**src/sbem_pkg.sv**
```systemverilog
// Package for the segmented big-endian memory: sizes, region selects,
// status and size codes, decode structures and the control state type.
// No dependencies.
package sbem_pkg;

    // Bytes in each of the three stores.
    localparam int REGION_BYTES = 65536;

    // Each store is held as 32-bit words; a partial last word is rounded up.
    localparam int WORDS     = (REGION_BYTES + 3) / 4;
    localparam int WORD_AW   = (WORDS > 1) ? $clog2(WORDS) : 1;
    localparam int MEM_DEPTH = 3 * WORDS;
    localparam int MEM_AW    = $clog2(MEM_DEPTH);

    // Region selects, address bits 31:20.
    localparam logic [11:0] SEL_PROGRAM = 12'h004;
    localparam logic [11:0] SEL_DATA    = 12'h100;
    localparam logic [11:0] SEL_STACK   = 12'h7FF;

    localparam logic OP_READ  = 1'b0;
    localparam logic OP_WRITE = 1'b1;

    localparam logic [1:0] SIZE_BYTE = 2'd0;
    localparam logic [1:0] SIZE_HALF = 2'd1;
    localparam logic [1:0] SIZE_WORD = 2'd2;
    localparam logic [1:0] SIZE_BAD  = 2'd3;

    localparam logic [1:0] STATUS_OK       = 2'd0;
    localparam logic [1:0] STATUS_UNMAPPED = 2'd1;
    localparam logic [1:0] STATUS_BADSIZE  = 2'd2;

    // What the output side needs to know about an item.
    typedef struct packed {
        logic [1:0] status;
        logic       wr;
        logic [1:0] size;
        logic [1:0] lane;
    } meta_t;

    // Decoded item: result info plus the memory request.
    typedef struct packed {
        meta_t              meta;
        logic               mem_en;
        logic [MEM_AW-1:0]  mem_addr;
        logic [3:0]         be;
        logic [31:0]        wdata;
    } dec_t;

    typedef enum logic {
        ST_CLEAR,
        ST_RUN
    } ctrl_state_t;

endpackage

```
**src/sbem_dec.sv**
```systemverilog
// Item decode: size check, region select, alignment, bounds check, word
// address, byte enables and lane-replicated write data. Uses sbem_pkg.
module sbem_dec (
    input  logic          op,
    input  logic [31:0]   address,
    input  logic [1:0]    access_size,
    input  logic [31:0]   write_data,
    output sbem_pkg::dec_t dec
);
    import sbem_pkg::*;

    logic [11:0]       sel;
    logic [19:0]       off_al;
    logic [2:0]        nbytes;
    logic              mapped;
    logic [MEM_AW-1:0] base;
    logic [20:0]       end_sum;
    logic              beyond;
    logic [1:0]        status;
    logic [1:0]        lane;
    logic [3:0]        lane_be;
    logic [31:0]       lane_wdata;

    assign sel = address[31:20];

    // Force alignment and find the access length.
    always_comb
    begin
        unique case (access_size)
            SIZE_BYTE:
            begin
                off_al = address[19:0];
                nbytes = 3'd1;
            end
            SIZE_HALF:
            begin
                off_al = {address[19:1], 1'b0};
                nbytes = 3'd2;
            end
            SIZE_WORD:
            begin
                off_al = {address[19:2], 2'b00};
                nbytes = 3'd4;
            end
            SIZE_BAD:
            begin
                off_al = address[19:0];
                nbytes = 3'd1;
            end
        endcase
    end

    always_comb
    begin
        unique case (sel)
            SEL_PROGRAM:
            begin
                mapped = 1'b1;
                base   = MEM_AW'(0);
            end
            SEL_DATA:
            begin
                mapped = 1'b1;
                base   = MEM_AW'(WORDS);
            end
            SEL_STACK:
            begin
                mapped = 1'b1;
                base   = MEM_AW'(2 * WORDS);
            end
            default:
            begin
                mapped = 1'b0;
                base   = MEM_AW'(0);
            end
        endcase
    end

    assign end_sum = {1'b0, off_al} + 21'(nbytes);
    assign beyond  = end_sum > 21'(REGION_BYTES);
    assign lane    = off_al[1:0];

    // Bad size wins over the region check.
    always_comb
    begin
        priority if (access_size == SIZE_BAD)
        begin
            status = STATUS_BADSIZE;
        end
        else if (!mapped || beyond)
        begin
            status = STATUS_UNMAPPED;
        end
        else
        begin
            status = STATUS_OK;
        end
    end

    // Big-endian lanes: offset 0 of a word sits in bits 31:24.
    always_comb
    begin
        unique case (access_size)
            SIZE_BYTE:
            begin
                lane_be    = 4'b1000 >> lane;
                lane_wdata = {4{write_data[7:0]}};
            end
            SIZE_HALF:
            begin
                lane_be    = lane[1] ? 4'b0011 : 4'b1100;
                lane_wdata = {2{write_data[15:0]}};
            end
            SIZE_WORD:
            begin
                lane_be    = 4'b1111;
                lane_wdata = write_data;
            end
            SIZE_BAD:
            begin
                lane_be    = 4'b0000;
                lane_wdata = write_data;
            end
        endcase
    end

    assign dec.meta.status = status;
    assign dec.meta.wr     = (op == OP_WRITE);
    assign dec.meta.size   = access_size;
    assign dec.meta.lane   = lane;
    assign dec.mem_en      = (status == STATUS_OK);
    assign dec.mem_addr    = base + MEM_AW'(off_al[2 +: WORD_AW]);
    assign dec.be          = lane_be;
    assign dec.wdata       = lane_wdata;

endmodule

```
**config.mk**
```make
export PLATFORM = sky130hd
export DESIGN_NAME = sbem_dec
export DESIGN_NICKNAME = d
export VERILOG_FILES = /design/src/sbem_pkg.sv /design/src/sbem_dec.sv
export SDC_FILE = /design/constraint.sdc
export NUM_CORES = 1
export LEC_CHECK = 0
export BUFFER_PORTS_ARGS = -buffer_cell sky130_fd_sc_hd__buf_4
export CAP_MARGIN = 20
export CORE_MARGIN = 5
export CORE_UTILIZATION = 25
export DETAILED_ROUTE_END_ITERATION = 12
export SLEW_MARGIN = 40
export SYNTH_ARGS = -nofsm -noshare
export SYNTH_HDL_FRONTEND = slang
export SYNTH_SLANG_ARGS = --single-unit
```
**constraint.sdc**
```tcl
create_clock -name vclk -period 4.35
set_clock_uncertainty 0.05 [all_clocks]
set_input_delay 0.2175 -clock vclk [all_inputs]
set_output_delay 0.2175 -clock vclk [all_outputs]
set_load 0.005 [all_outputs]
```
[Yosys cells after proc, flatten, opt, wreduce, memory -nomap -nowiden]
Cells that the tools add are included.
Cells by class
  add/sub/neg operators: 2
  $mul: 0
  div/mod/pow operators: 0
  $lt $le $gt $ge: 1
  eq/ne operators: 6
  shift-type cells: 1
  multiplexer cells: 9
  bitwise gates (word level): 0
  reduce and logical (&&, ||, !) cells: 7
Operators by type and width (count)
  32-bit one-hot mux with 3 select lines: 1
  20-bit one-hot mux with 3 select lines: 1
  16-bit one-hot mux with 2 select lines: 1
  20-bit by 3-bit adder with 21-bit output: 1
  21-bit by 17-bit greater-than comparator with 1-bit output, second input constant: 1
  16-bit by 14-bit adder with 16-bit output: 1
  4-bit one-hot mux with 4 select lines: 1
  12-bit by 11-bit == test with 1-bit output, second input constant: 1
  12-bit by 3-bit == test with 1-bit output, second input constant: 1
  12-bit by 9-bit == test with 1-bit output, second input constant: 1
  3-bit one-hot mux with 3 select lines: 1
  2-bit == test, second input constant: 2
  2-bit logical NOT: 2
  4-bit two-way mux: 1
  2-bit OR reduction: 2
  4-bit by 2-bit >> shifter with 4-bit output, first input constant: 1
  3-bit OR reduction: 1
  2-bit by 1-bit == test with 1-bit output, second input constant: 1
  1-bit two-way mux: 2
  2-bit two-way mux: 1
  1-bit logical NOT: 1
  1-bit logical OR: 1
Word-level totals
  register bits: 0
  latch bits: 0
  bits in writable memories: 0
  ROM bits: 0
  input port bits: 67
  output and inout port bits: 60
  logic and storage cells: 26
  memories kept: 0

[Longest topological paths before layout]
  word-level depth: 9
  depth in mapped cells: 15
  mapped depth without buffers: 14

[Least setup slack after synthesis]
No wires, ideal clock.
  kind: input to output
  from: input port access_size[1]
  to: output port dec[52] in the netlist's numbering
  arrival time: 2.778 ns
  path slack: 1.305 ns
  stages on the path: 15
  buffers on the path: 1
  cell sequence: buf_1 > inv_1 > ha_1 > nor2_1 > nand2_1 > inv_1 > ha_1 > ha_1 > a21oi_1 > o21a_1 > nor3_1 > mux2_2 > nor3_1 > a41o_1 > and2b_1
RTL lines
  start: declaration: RTL line sbem_dec.sv:6  | input logic [1:0] access_size,
  end: declaration: RTL line sbem_dec.sv:8  | output sbem_pkg::dec_t dec

==> qor.yml <==
timing:
  final_max_slew_viol_count: 0
  finalCriticalPeriod_ns: 3.20
  setup_tns_ns: 0
  whs_ns: 0.385
  fmax_mhz: 313
  rsz0062_at_grt: "false"
  fin_crit_sh_pct: 73.6
  setup_violations: 0
  worstMarginPinSlew_ns: 0.756
  hold_viol_final: 0
  relSlewSlack_pct: 49.6
logic_synthesis:
  yosys-top-cells-area: "buf_4 (16%), ha_1 (9.7%), mux2_2 (8.7%), o21ai_0 (6.9%), nand2_1 (5.5%)"
  ys_top_cells_by_count: "buf_4 (25), nand2_1 (17), o21ai_0 (16), inv_1 (13), nor2_1 (13)"
  syn_inst: 176
  synth_fp_nets: 252
  synth_xor_area_share_pct: 3.01
  ys_types: 38
  synth-compound-area-share_pct: 25.0
  syn_area_um2: 1160
  synth_mux_area_share_pct: 10.4
  synth_adder_area_share_pct: 9.67
  ys_seq_area_share_pct: 0
  synth_top_family_by_area: "simple AND/OR/NAND/NOR gates"
  synth.most_common_cell: "buf_4"
  postSynthAreaPerCell_um2: 6.62
  yosysTopAreaCellShare_pct: 16.1
  yosysWarnings: 0
  synth-simple-area-share_pct: 30.3
  synth.largest_area_cell: "buf_4"
grt:
  grt_max_degree: 24
  grt_usage_pct: 13.5
  antenna_found_initial: 0
  grt_pass1_vias: 1577
  grt_pass1_wl_um: 7190
  gr-total-overflow: 0
finish:
  syn2layout_area_growth_pct: 68.7
  layout.nets: 350
  multi_input_area_um2: 913
  diodes: 0
  final.clkbuf_count: 0
  n_fill_cell: 482
  nFlopsAndLatches: 0
  final_layout_size_suffix_gt1_share_pct: 50.4
  final-seq-area_um2: 0
placement:
  hpwl_um: 3950
  port-buffer-count: 125
  gp_congestion: 0.794
setup_path:
  criticalPathCategory: "input pin to output port"
  cp-end-kind: "output port"
  cp_max_fo: 17
  required_ns: 4.08
  worstPathArrival_ns: 2.93
  start_kind: "input pin"
pwr:
  p_seq_share_pct: 0
  pwr-share-clk_pct: 0
  fin_total_pwr_w: 0.000196
  switchingPower_w: 0.0000828
  swShare_pct: 42.2
  p_int_w: 0.000113
  peakVddDrop_mv: 0.0456
  p_comb_share_pct: 100.0
  p_leak_nw: 1.03
  p_per_area_nw_per_um2: 99.8
detailed_routing:
  viasPerCell: 5.01
  drc: 0
  wl_um: 4570
  vias: 1623
  antenna_left: 0
  drtIter0Drc: 111
  avgRoutedWirePerCell_um: 14.1
  first_pass_iters: 4
floorplanning:
  row_count: 24
  die-height_um: 78.3
  initial_core_util_pct: 26.2
  core_um2: 4440
  fp.dieArea_um2: 6120
  io_pins: 127
  die_x_um: 78.3
clock_network:
  cts_resized: 0
  postCtsSetupBuffers: 0
  cts_hold_buf: 0
flow_run:
  max_cap_violations: 0
hold_path:
  hp-class: "input pin to output port"
status:
  outcome: "completed"
==> kinds of logic after synthesis <==
| logic type | after synthesis |
|---|---|
| AND/OR/NAND/NOR | 67 |
| buffers and inverters | 42 |
| XOR/XNOR | 4 |
| adder cells (fa/ha/maj) | 9 |
| AO/OA/AOI/OAI | 43 |
| multiplexers | 11 |
==> placed cells by master (no fill, tap or decap) <==
cell type  instances
and2b_1            1
nor2_1            13
or2_2              1
nor3_1             9
nor3b_1            2
and3_1             2
o21a_1             2
a22oi_1            5
a211oi_1           2
nand4_1            5
nand3_2            1
nor4_2             1
nor4_1             3
nor2b_1            2
xnor2_1            4
nand2b_1           1
buf_4            125
o21ai_1            1
o21ai_0           16
mux2_2             9
nand3b_1           1
ha_1               9
a22o_1             5
a41o_1             1
or3_1              1
nand2_1           17
a21o_1             1
nor4b_1            1
or4_1              1
a222oi_1           5
inv_1             13
o211ai_1           1
a21oi_1            4
nand3_1            3
nand4b_1           2
mux2i_1            2
==> critical path, cell delays in order <==
cell	delay, ns
buf_4	0.20
inv_1	0.11
ha_1	0.31
nor2_1	0.14
nand2_1	0.08
inv_1	0.10
ha_1	0.20
ha_1	0.15
a21oi_1	0.06
o21a_1	0.25
nor3_1	0.17
mux2_2	0.35
nor3_1	0.16
a41o_1	0.20
and2b_1	0.13
buf_4	0.10
==> final timing paths <==
kind | depth (start not counted) | slack [ns] | from | endpoint
max | 16 | 1.15 | access_size[1] | dec[52]
min | 0 | 0.39 | op | dec[57]
==> power groups by stage <==
| stage | clock network (W) | logic, W | registers, W |
|---|---|---|---|
| 6_report | 0 | 0.000196 | 0 |
| 5_1_grt | 0 | 0.000215 | 0 |
| 4_1_cts | 0 | 0.000198 | 0 |
| 3_5_place_dp | 0 | 0.000197 | 0 |
| 3_3_place_gp | 0 | 0.000199 | 0 |
| 2_1_floorplan | 0 | 0.0000856 | 0 |
==> cell type report <==
class,count,area share (%)
multi-input combinational,134,46.5
tap,52,3.31
inverter,13,2.48
timing repair buffer,125,47.7
==> stage by stage <==
| step | utilization (%) | cells | area [µm²] | worst slack [ns] |
|---|---|---|---|---|
| finish | 44.2 | 324 | 1970 | 1.15 |
| CTS | 44.2 | 324 | 1970 | 1.14 |
| detailed placement | 44.2 | 324 | 1970 | 1.15 |
| floorplan | - | 176 | 1160 | 1.30 |
| global placement | 44.2 | 324 | 1970 | 1.19 |
| global route | 44.2 | 324 | 1970 | 0.873 |
==> routing by layer <==
metal / GRT usage, % / routed length [µm]
met1: 16.7 / 1770
met2: 25.7 / 2430
met5: 0 / 0
met3: 1.26 / 324
met4: 1.92 / 57
No activity file was read; power rests on OpenSTA's default activity.
