### src/sbem_ram.sv
// Generic single-port word RAM with byte enables and registered read data.
// No dependencies.
module sbem_ram #(
    parameter int DEPTH = 4,
    parameter int AW    = 2
) (
    input  logic          clk,
    input  logic          en,
    input  logic          we,
    input  logic [3:0]    be,
    input  logic [AW-1:0] addr,
    input  logic [31:0]   wdata,
    output logic [31:0]   rdata
);

    logic [31:0] mem_array [0:DEPTH-1];
    logic [31:0] rdata_reg;

    always_ff @(posedge clk)
    begin
        if (en)
        begin
            if (we)
            begin
                for (int i = 0; i < 4; i++)
                begin
                    if (be[i])
                    begin
                        mem_array[addr][8*i +: 8] <= wdata[8*i +: 8];
                    end
                end
            end
            else
            begin
                rdata_reg <= mem_array[addr];
            end
        end
    end

    assign rdata = rdata_reg;

endmodule

### config.mk
export PLATFORM = sky130hd
export DESIGN_NAME = sbem_ram
export DESIGN_NICKNAME = d
export VERILOG_FILES = /design/src/sbem_ram.sv
export SDC_FILE = /design/constraint.sdc
export NUM_CORES = 1
export LEC_CHECK = 0
export BUFFER_PORTS_ARGS = -buffer_cell sky130_fd_sc_hd__buf_2
export CAP_MARGIN = 15
export CORE_ASPECT_RATIO = 0.5
export CORE_MARGIN = 2
export CORE_UTILIZATION = 42
export CTS_CLUSTER_DIAMETER = 120
export DETAILED_ROUTE_END_ITERATION = 6
export GPL_ROUTABILITY_DRIVEN = 1
export PLACE_DENSITY = 0.71
export SLEW_MARGIN = 0
export SYNTH_ARGS = -nofsm -noshare
export SYNTH_HDL_FRONTEND = slang
export SYNTH_SLANG_ARGS = --single-unit
### constraint.sdc
create_clock -name clk -period 3.06 [get_ports clk]
set_input_delay 0.459 -clock clk [delete_from_list [all_inputs] [get_ports clk]]
set_output_delay 0.459 -clock clk [all_outputs]
set_load 0.05 [all_outputs]
After elaboration in Yosys (flattened, before gate mapping)

Memories as Yosys holds them, arrays and structs flattened. A register that Yosys moved wholly into a read port is not among the register bits.
Cells that the tools add are included.

Register bits after elaboration: 0
RAM bits: 128
Logic and storage cells: 19
Memories: 1

Memories:

| name      | words | bits a word | rd ports | clocked after Yosys merged registers in | wr ports | RTL line | text |
|---|---|---|---|---|---|---|---|
| mem_array | 4     | 32          | 1        | 1                                       | 1        | 16       | `logic [31:0] mem_array [0:DEPTH-1];` |

Mux-type cells: 16
Bitwise operators: 1
Reduce and logical (&&, ||, !) cells: 1

Operators with widths:

| cell                | count |
|---|---|
| 2-to-1 mux 1 bit    | 16 |
| AND reduction 2 bit | 1 |
| inverter 1 bit      | 1 |

Longest topological paths before layout

Gate-level depths: netlist of the first run.

Depth in word-level cells: 4
Mapped depth: 4
Mapped depth without buffers: 2

Worst setup path after synthesis of the first run

No wires, ideal clock.

Path type: input -> register
Start: in we
End: reg rdata_reg[0], in the netlist rdata[0] (read register of mem_array) (enable)
Library setup time: 425 ps
Arrival time: 1,911 ps
Data required time: 2,635 ps
Path slack: 723 ps
Cell stages on the path: 1
Path through: nor2b_1

Cells in the longest elaborated chain, start to end: 2

RTL lines:

| element                              | RTL line | text |
|---|---|---|
| start, declared                      | 9        | `input logic we,` |
| inverter 1 bit (no source line)      | --       |  |
| AND reduction 2 bit (no source line) | --       |  |
| end, declared                        | 17       | `logic [31:0] rdata_reg;` |

Every way passes these cells.

Worst setup path in the final report of the first run

Start: in addr[1]
End: mem mem_array[2][4] (enable)

RTL lines:

| element         | RTL line | text |
|---|---|---|
| start, declared | 11       | `input logic [AW-1:0] addr,` |
| end, declared   | 16       |  |

No word-level cell before the write port.

==> flow_summary.json, run 1 <==
{
  "numCtsBuffers": 17,
  "drive_above_1_share_pct": 44.5,
  "n_fill_cell": 946,
  "start_kind": "input pin",
  "r2r_start": "mem_array[2][5]$_DFFE_PP_",
  "ant_nets": 0,
  "hold_buffers": 0,
  "nNetsFinal": 363,
  "p_leak_nw": 2.32,
  "ys_types": 12,
  "slowest_delay_ns": 0.68,
  "rsz0062_at_grt": "no",
  "clock.fmax_mhz": 534,
  "placed_cells": 469,
  "grt_pass1_vias": 2711,
  "outcome": "completed",
  "firstDrtPassIters": 4,
  "netlist_area_mm2": 0.00569,
  "clkSlewWorstSetupHoldPaths_ns": 0.06,
  "synthMuxAreaShare_pct": 12.7,
  "drc": 0,
  "worstHoldStart": "wdata[3]",
  "stdcell_count": 505,
  "cp_data_arrival_time_ns": 1.92,
  "synth_top_area_share_pct": 84.5,
  "synthSimpleGateAreaFrac_pct": 1.89,
  "crit_chain": "buf_2 -> nand2b_1 -> nor2_1",
  "synth_area_leaders": "edfxtp_1 (84%), mux4_2 (13%), nor2_1 (0.79%)",
  "post_cts_buffers": 0,
  "period_share_pct": 61.2,
  "overflow": 0,
  "crit_required_ns": 3.11,
  "maxCapViolations": 0,
  "clk_latency_ns": 0.42,
  "initial_core_util_pct": 43.9,
  "die_w_um": 169,
  "ys_seq_area_share_pct": 84.5,
  "portBuffers": 72,
  "path_depth": 3,
  "syn_to_final_growth_pct": 21.4,
  "die_area_mm2": 0.0145,
  "critPathBufInv": 1,
  "critPathMaxFanout": 27,
  "ys_ff_latch": 160,
  "synth-xor-area-share_pct": 0,
  "slowest_stage": "nor2_1",
  "postCtsResizedCells": 0,
  "critPathLaunch": "addr[1]",
  "syn-instance-count": 224,
  "antenna_found_initial": 0,
  "syn_nets": 265,
  "fin_tns_setup_ns": 0,
  "ir_drop_mv": 0.325,
  "drt_wl_total_um": 9630,
  "root_buffer": "clkbuf_16",
  "power_w": 0.00470,
  "critPathTopFamily": "simple AND/OR/NAND/NOR gates",
  "hold_ws_ns": 0.253,
  "vias": 2558,
  "gp_congestion": 0.705,
  "drt_iter0_markers": 236,
  "drv_slew": 0,
  "finalClockSkew_ns": 0.00521,
  "synth_fa_ha_area_share_pct": 0,
  "min_path_cells": 1,
  "period_minus_slack_ns": 1.87,
  "fp-row-count": 29,
  "core_mm2": 0.0130,
  "clockBufferDepth": 2,
  "largest_reg_flops": 128,
  "crit_path_end_kind": "flip-flop",
  "h-tree-depth": 4,
  "cts.sinks": 160,
  "synth_compound_area_share_pct": 0,
  "viasPerCell": 5.07,
  "num_io_pins": 73,
  "yosysWarnings": 0,
  "path_class": "in2reg",
  "maxSlewHeadroom_pct": 42.9,
  "grt_pass1_wl_um": 15000,
  "fin_util_pct": 53.3,
  "grt_usage_pct": 14.4,
  "setup_viol": 0,
  "hold_violations": 0,
  "postSynthAreaPerCell_um2": 25.4,
  "worstHoldPathType": "in2reg",
  "powerDensity_mw_per_mm2": 681,
  "cts_tree": "built",
  "antennaDiodeCount": 0,
  "grt_max_degree": 33,
  "reg2reg_depth": 1,
  "worst_pin_slew_ns": 0.857,
  "post_drt_wl_per_cell_um": 19.1,
  "synth_top_family_by_area": "multiplexers",
  "synth_top_area_cell": "edfxtp_1",
  "die_y_um": 86.3
}
[final cells by class]
type | count | area (µm²) | area share [%]
clock buffers | 17 | 425 | 6.16
clock inverters | 15 | 145 | 2.10
multi-input cells | 56 | 831 | 12.0
flip-flops and latches | 160 | 4800 | 69.6
well taps | 170 | 213 | 3.08
repair buffers | 87 | 483 | 7.00
[synthesized netlist by cell type]
library cell,n
clkbuf_1,1
nand2b_1,2
nor2_1,12
mux4_2,32
buf_2,4
buf_6,2
nand3_1,4
nor3_1,4
buf_4,1
nor2b_1,1
edfxtp_1,160
nand2_1,1
[kinds of logic after synthesis]
kind of cell  Yosys count
simple gates           24
mux                    32
buf+inv                 8
flops                 160
[layout by cell type, fill, tap and decap left out, drive strengths merged, types with 2 or more instances in the layout]
master and count:
clkbuf 20, bufinv 2, nor3 4, nand2b 2, edfxtp 160, nand3 4
nor2 12, mux4 32, clkinv 7, buf 84, clkinvlp 5
[metrics by stage]
step,setup WS [ns],area (µm²)
floorplan,0.723,5690
global placement,0.832,6300
detailed placement,0.617,6300
CTS,1.06,6870
global route,1.07,6900
finish,1.19,6900
[report_power, final]
part	total, W	switching, W	internal [W]
Clock	0.00200	0.000806	0.00119
Combinational	0.000219	0.000136	0.0000825
Sequential	0.00248	0.0000126	0.00247
Total	0.00470	0.000955	0.00374
[layer usage]
metal / vias to the layer above / GRT usage [%] / wire, µm
li1: 1149 / - / -
met1: 1347 / 16.4 / 3880
met2: 50 / 24.9 / 5190
met3: 12 / 4.89 / 442
met4: 0 / 6.82 / 121
met5: - / 0 / 0
[worst paths after layout]
| kind | end | slack, ns |
|---|---|---|
| worst max-delay path | mem_array[2][4]$_DFFE_PP_ | 1.19 |
| worst min-delay path | mem_array[1][3]$_DFFE_PP_ | 0.25 |
| worst max register to register | rdata[5]$_DFFE_PP_ | 1.93 |
| worst min register to register | rdata[17]$_DFFE_PP_ | 0.63 |
Note: power is estimated with default switching activity, not from simulation.
==> inputs of run 2 (changes only) <==
--- a/config.mk
+++ b/config.mk
@@ -5,6 +5,7 @@
 export SDC_FILE = /design/constraint.sdc
 export NUM_CORES = 1
 export LEC_CHECK = 0
+export ABC_AREA = 1
 export BUFFER_PORTS_ARGS = -buffer_cell sky130_fd_sc_hd__buf_2
 export CAP_MARGIN = 15
 export CORE_ASPECT_RATIO = 0.5
==> constraint.sdc (replaced) <==
create_clock -name clk -period 1.91 [get_ports clk]
set_input_delay 0.2865 -clock clk [delete_from_list [all_inputs] [get_ports clk]]
set_output_delay 0.2865 -clock clk [all_outputs]
set_load 0.05 [all_outputs]
==> run 2 against run 1 <==
Cell area up 6.5%. Clock power up 59%. Routed wire length up 22%. Non-clock buffer count up 10. Die area up 7.2%. First-iteration DRC count down 15%. Largest power group unchanged.
==> flow_summary.json, run 2 <==
{
  "outcome": "completed",
  "synth_top_area_cell": "edfxtp_1",
  "hold_violations": 0,
  "synth-xor-area-share_pct": 0,
  "place_ws_ns": 0.470,
  "postSynthAreaPerCell_um2": 12.3,
  "critPathMaxFanout": 1,
  "synthMuxAreaShare_pct": 0,
  "root_buffer": "clkbuf_16",
  "period_share_pct": 70.6,
  "power_w": 0.00760,
  "synth_flop_cell": "edfxtp_1",
  "post_drt_wl_per_cell_um": 14.6,
  "synth_top_family_by_area": "simple AND/OR/NAND/NOR gates",
  "post_cts_buffers": 0,
  "clockBufferDepth": 2,
  "p_leak_nw": 3.04,
  "die_area_mm2": 0.0156,
  "path_class": "reg2out",
  "synth_edf_count": 160,
  "drive_above_1_share_pct": 20.8,
  "synth_compound_area_share_pct": 0,
  "portBuffers": 72,
  "antennaDiodeCount": 0,
  "finalClockSkew_ns": 0.00565,
  "drt_iter0_markers": 200,
  "yosysMostFrequentCell": "nand2_1",
  "ys_ff_latch": 160,
  "final_cell_mix": "nand2_1 (292), edfxtp_1 (160), buf_2 (72)",
  "worstHoldPathType": "in2reg",
  "crit_path_end_kind": "output port",
  "period_minus_slack_ns": 1.35,
  "maxSlewHeadroom_pct": 64.9,
  "cp_data_arrival_time_ns": 1.06,
  "ant_nets": 0,
  "synth_fa_ha_area_share_pct": 0,
  "cts_tree": "built",
  "clock.fmax_mhz": 742,
  "antenna_found_initial": 0,
  "syn-instance-count": 497,
  "worst_pin_slew_ns": 0.527,
  "h-tree-depth": 4,
  "initial_core_util_pct": 42.6,
  "synth_top_area_share_pct": 78.6,
  "grt_usage_pct": 15.6,
  "synth_commonest_cells": "nand2_1 (292), edfxtp_1 (160), nor2_1 (17)",
  "core_mm2": 0.0144,
  "synth_area_leaders": "edfxtp_1 (79%), nand2_1 (18%), buf_2 (1.1%)",
  "vias": 3749,
  "firstDrtPassIters": 4,
  "critPathTopFamily": "flip-flops",
  "slowest_delay_ns": 0.41,
  "gp_congestion": 0.738,
  "ir_drop_mv": 0.551,
  "clkSlewWorstSetupHoldPaths_ns": 0.06,
  "fin_tns_setup_ns": 0,
  "nNetsFinal": 633,
  "num_io_pins": 73,
  "dp_hpwl_um": 7120,
  "synthSimpleGateAreaFrac_pct": 19.3,
  "final_common_cell": "nand2_1",
  "ys_seq_area_share_pct": 78.6,
  "overflow": 0,
  "fp-row-count": 31,
  "critPathBufInv": 1,
  "start_kind": "flip-flop",
  "clk_latency_ns": 0.41,
  "drc": 0,
  "numCtsBuffers": 17,
  "rsz0062_at_grt": "no",
  "syn_to_final_growth_pct": 20.4,
  "setup_viol": 0,
  "grt_pass1_wl_um": 18000,
  "powerDensity_mw_per_mm2": 1030,
  "yosysWarnings": 0,
  "fin_util_pct": 51.2,
  "postCtsResizedCells": 0,
  "slowest_stage": "edfxtp_1",
  "largest_reg_flops": 128,
  "die_y_um": 89.3,
  "syn_nets": 538,
  "grt_max_degree": 49,
  "fin_ws_ns": 0.561,
  "ys_types": 11,
  "drv_slew": 0,
  "async_flop_share_pct": 0,
  "drt_wl_total_um": 11700,
  "maxCapViolations": 0,
  "cts.sinks": 160,
  "grt_pass1_vias": 3579,
  "netlist_area_mm2": 0.00611,
  "crit_required_ns": 1.62,
  "hold_buffers": 0,
  "crit_chain": "buf_2",
  "die_w_um": 175,
  "viasPerCell": 4.67
}
-- run 2: changes by cell type after synthesis, sizes merged --
cell | previous run | this run
inv | 0 | 2
clkinv | 0 | 1
nor2 | 12 | 17
clkbuf | 1 | 2
nand2b | 2 | 0
nor2b | 1 | 0
buf | 7 | 19
nand2 | 1 | 292
mux4 | 32 | 0
nor3 | 4 | 0
-- run 2: path summary, 6_finish.rpt --
kind	from	to	slack, ns	depth (start not counted)
max	rdata[2]$_DFFE_PP_	rdata[2]	0.56	1
min	wdata[20]	mem_array[3][20]$_DFFE_PP_	0.09	1
max reg2reg	mem_array[1][17]$_DFFE_PP_	rdata[17]$_DFFE_PP_	1.01	4
min reg2reg	mem_array[0][24]$_DFFE_PP_	rdata[24]$_DFFE_PP_	0.60	4
-- run 2: cell families (layout without fill, tap and decap cells) --
family                 after synthesis  after routing
and+or+nand+nor                    313            313
DFF                                160            160
buffers and inverters               24            132
-- run 2: area by class of cell --
class / instances / area, µm²
inverters: 3 / 11.3
clock buffers: 19 / 433
well taps: 198 / 248
multi-input cells: 313 / 1190
repair buffers: 97 / 548
clock inverters: 13 / 121
flip-flops and latches: 160 / 4800
fillers: 1212 / 7000
-- run 2: per-layer routing --
metal,GRT usage [%],wire (µm)
met1,18.7,5100
met2,26.9,5810
met3,5.44,615
met4,5.38,194
met5,0,0
-- run 2: where the power goes --
part           switching [W]  internal (W)  total, W
clock network        0.00129       0.00190   0.00318
logic               0.000323      0.000120  0.000444
registers          0.0000174       0.00396   0.00397
-- run 2: stage by stage --
stage                     hold slack, ns  std cells  cell area (µm²)
final                             0.0876        803             7350
after global routing              0.0750        803             7350
after CTS                         0.0753        803             7350
after detailed placement           0.506        771             6800
after global placement             0.504        771             6800
after floorplan                    0.385        497             6110
==> inputs of run 3 (changes only) <==
==> constraint.sdc (replaced) <==
create_clock -name clk -period 1.25 [get_ports clk]
set_input_delay 0.1875 -clock clk [delete_from_list [all_inputs] [get_ports clk]]
set_output_delay 0.1875 -clock clk [all_outputs]
set_load 0.05 [all_outputs]
==> run 3 against run 2 <==
Power up 58%. Clock-buffer cell count down 1. Worst hold slack worse by 0.066 ns. Global-route usage up 0.39 points. Largest power group unchanged. Sequential share of layout area down 3.8 points. Non-clock buffer count up 32. Die area unchanged. Register-to-register slack worse by 0.68 ns. Clock power up 61%. First-iteration DRC count up 9.0%. Critical endpoint is now rdata[5]. Critical path depth unchanged. Clock skew down 0.00053 ns.
==> flow_summary.json, run 3 (synthesis gave the netlist of run 2 again) <==
{
  "outcome": "completed",
  "n_fill_cell": 1175,
  "die_area_mm2": 0.0156,
  "h-tree-depth": 4,
  "cts.sinks": 160,
  "ir_drop_mv": 0.995,
  "core_mm2": 0.0144,
  "drv_slew": 0,
  "period_minus_slack_ns": 1.20,
  "viasPerCell": 4.60,
  "maxCapViolations": 0,
  "clock.fmax_mhz": 831,
  "postCtsResizedCells": 0,
  "gp_congestion": 0.749,
  "period_share_pct": 96.2,
  "critPathBufInv": 1,
  "crit_chain": "buf_2",
  "firstDrtPassIters": 4,
  "drt_wl_total_um": 11600,
  "r2r_slack_ns": 0.33,
  "die_y_um": 89.3,
  "p_leak_nw": 3.22,
  "drc": 0,
  "final_cell_mix": "nand2_1 (292), edfxtp_1 (160), buf_2 (72)",
  "portBuffers": 72,
  "drive_above_1_share_pct": 22.0,
  "maxSlewHeadroom_pct": 75.6,
  "grt_pass1_wl_um": 18600,
  "clkSlewWorstSetupHoldPaths_ns": 0.06,
  "worst_pin_slew_ns": 0.367,
  "cp_data_arrival_time_ns": 1.02,
  "drt_iter0_markers": 218,
  "antenna_found_initial": 0,
  "initial_core_util_pct": 42.6,
  "path_class": "reg2out",
  "fin_tns_setup_ns": 0,
  "clockBufferDepth": 2,
  "vias": 3843,
  "post_drt_wl_per_cell_um": 13.9,
  "fin_util_pct": 54.4,
  "r2r-end": "rdata[9]$_DFFE_PP_",
  "numCtsBuffers": 17,
  "worstHoldStart": "wdata[4]",
  "setup_viol": 0,
  "ant_nets": 0,
  "hold_violations": 0,
  "fp-row-count": 31,
  "nNetsFinal": 665,
  "placed_area_mm2": 0.00692,
  "hold_buffers": 29,
  "worstHoldPathType": "in2reg",
  "crit_required_ns": 1.06,
  "root_buffer": "clkbuf_16",
  "powerDensity_mw_per_mm2": 1540,
  "post_cts_buffers": 0,
  "slowest_delay_ns": 0.37,
  "critPathTopFamily": "flip-flops",
  "power_w": 0.0120,
  "r2r_start": "mem_array[1][9]$_DFFE_PP_",
  "min_path_cells": 1,
  "whs_endpoint": "mem_array[3][4]$_DFFE_PP_",
  "fin_area_mm2": 0.00780,
  "final_common_cell": "nand2_1",
  "die_w_um": 175,
  "reg2reg_depth": 4,
  "dp_hpwl_um": 7530,
  "grt_pass1_vias": 3858,
  "cts_tree": "built",
  "slowest_stage": "edfxtp_1",
  "largest_reg_flops": 128,
  "grt_max_degree": 33,
  "clk_latency_ns": 0.42,
  "critPathMaxFanout": 1,
  "syn_to_final_growth_pct": 27.7,
  "crit_path_end_kind": "output port",
  "grt_usage_pct": 16.0,
  "rsz0062_at_grt": "no",
  "num_io_pins": 73,
  "overflow": 0,
  "start_kind": "flip-flop",
  "antennaDiodeCount": 0,
  "finalClockSkew_ns": 0.00513
}
run 3: metrics by stage:
step | instances | setup WS, ns | hold slack (ns)
global route | 835 | 0.00691 | 0.0207
floorplan | 497 | -0.115 | 0.286
CTS | 835 | 0.0275 | 0.00397
detailed placement | 774 | 0.0501 | 0.416
global placement | 774 | 0.0614 | 0.416
finish | 835 | 0.0473 | 0.0214
run 3: worst max path at each step:
stage | from | endpoint | slack (ns) | cells after the start
after floorplan | addr[0] | mem_array[0][0]$_DFFE_PP_ | -0.11 | 5
after global placement | addr[1] | mem_array[1][28]$_DFFE_PP_ | 0.06 | 5
after detailed placement | addr[1] | mem_array[1][3]$_DFFE_PP_ | 0.05 | 5
after CTS | rdata[5]$_DFFE_PP_ | rdata[5] | 0.03 | 1
after global routing | rdata[17]$_DFFE_PP_ | rdata[17] | 0.007 | 1
final | rdata[5]$_DFFE_PP_ | rdata[5] | 0.05 | 1
run 3: layout make-up:
type | count | area [µm²] | share of cell area [%]
sequential | 160 | 4800 | 61.6
multi-input combinational | 313 | 1210 | 15.5
timing repair buffer | 129 | 936 | 12.0
clock buffer | 18 | 429 | 5.50
tap | 198 | 248 | 3.18
clock inverter | 14 | 166 | 2.13
inverter | 3 | 11.3 | 0.144
run 3: where the power goes:
group          total, W  switching (W)  internal [W]
Sequential      0.00607      0.0000260       0.00605
Combinational  0.000772       0.000512      0.000261
Clock           0.00513        0.00200       0.00313
Total            0.0120        0.00254       0.00944
run 3: layer usage:
layer	global-route usage [%]	routed length, µm	part of all wire (%)	up-vias
met5	0	0	0	-
met4	7.05	177	1.5	0
met3	4.04	386	3.3	16
met2	28.8	6120	53	68
met1	18.7	4910	42	1846
li1	-	-	-	1913
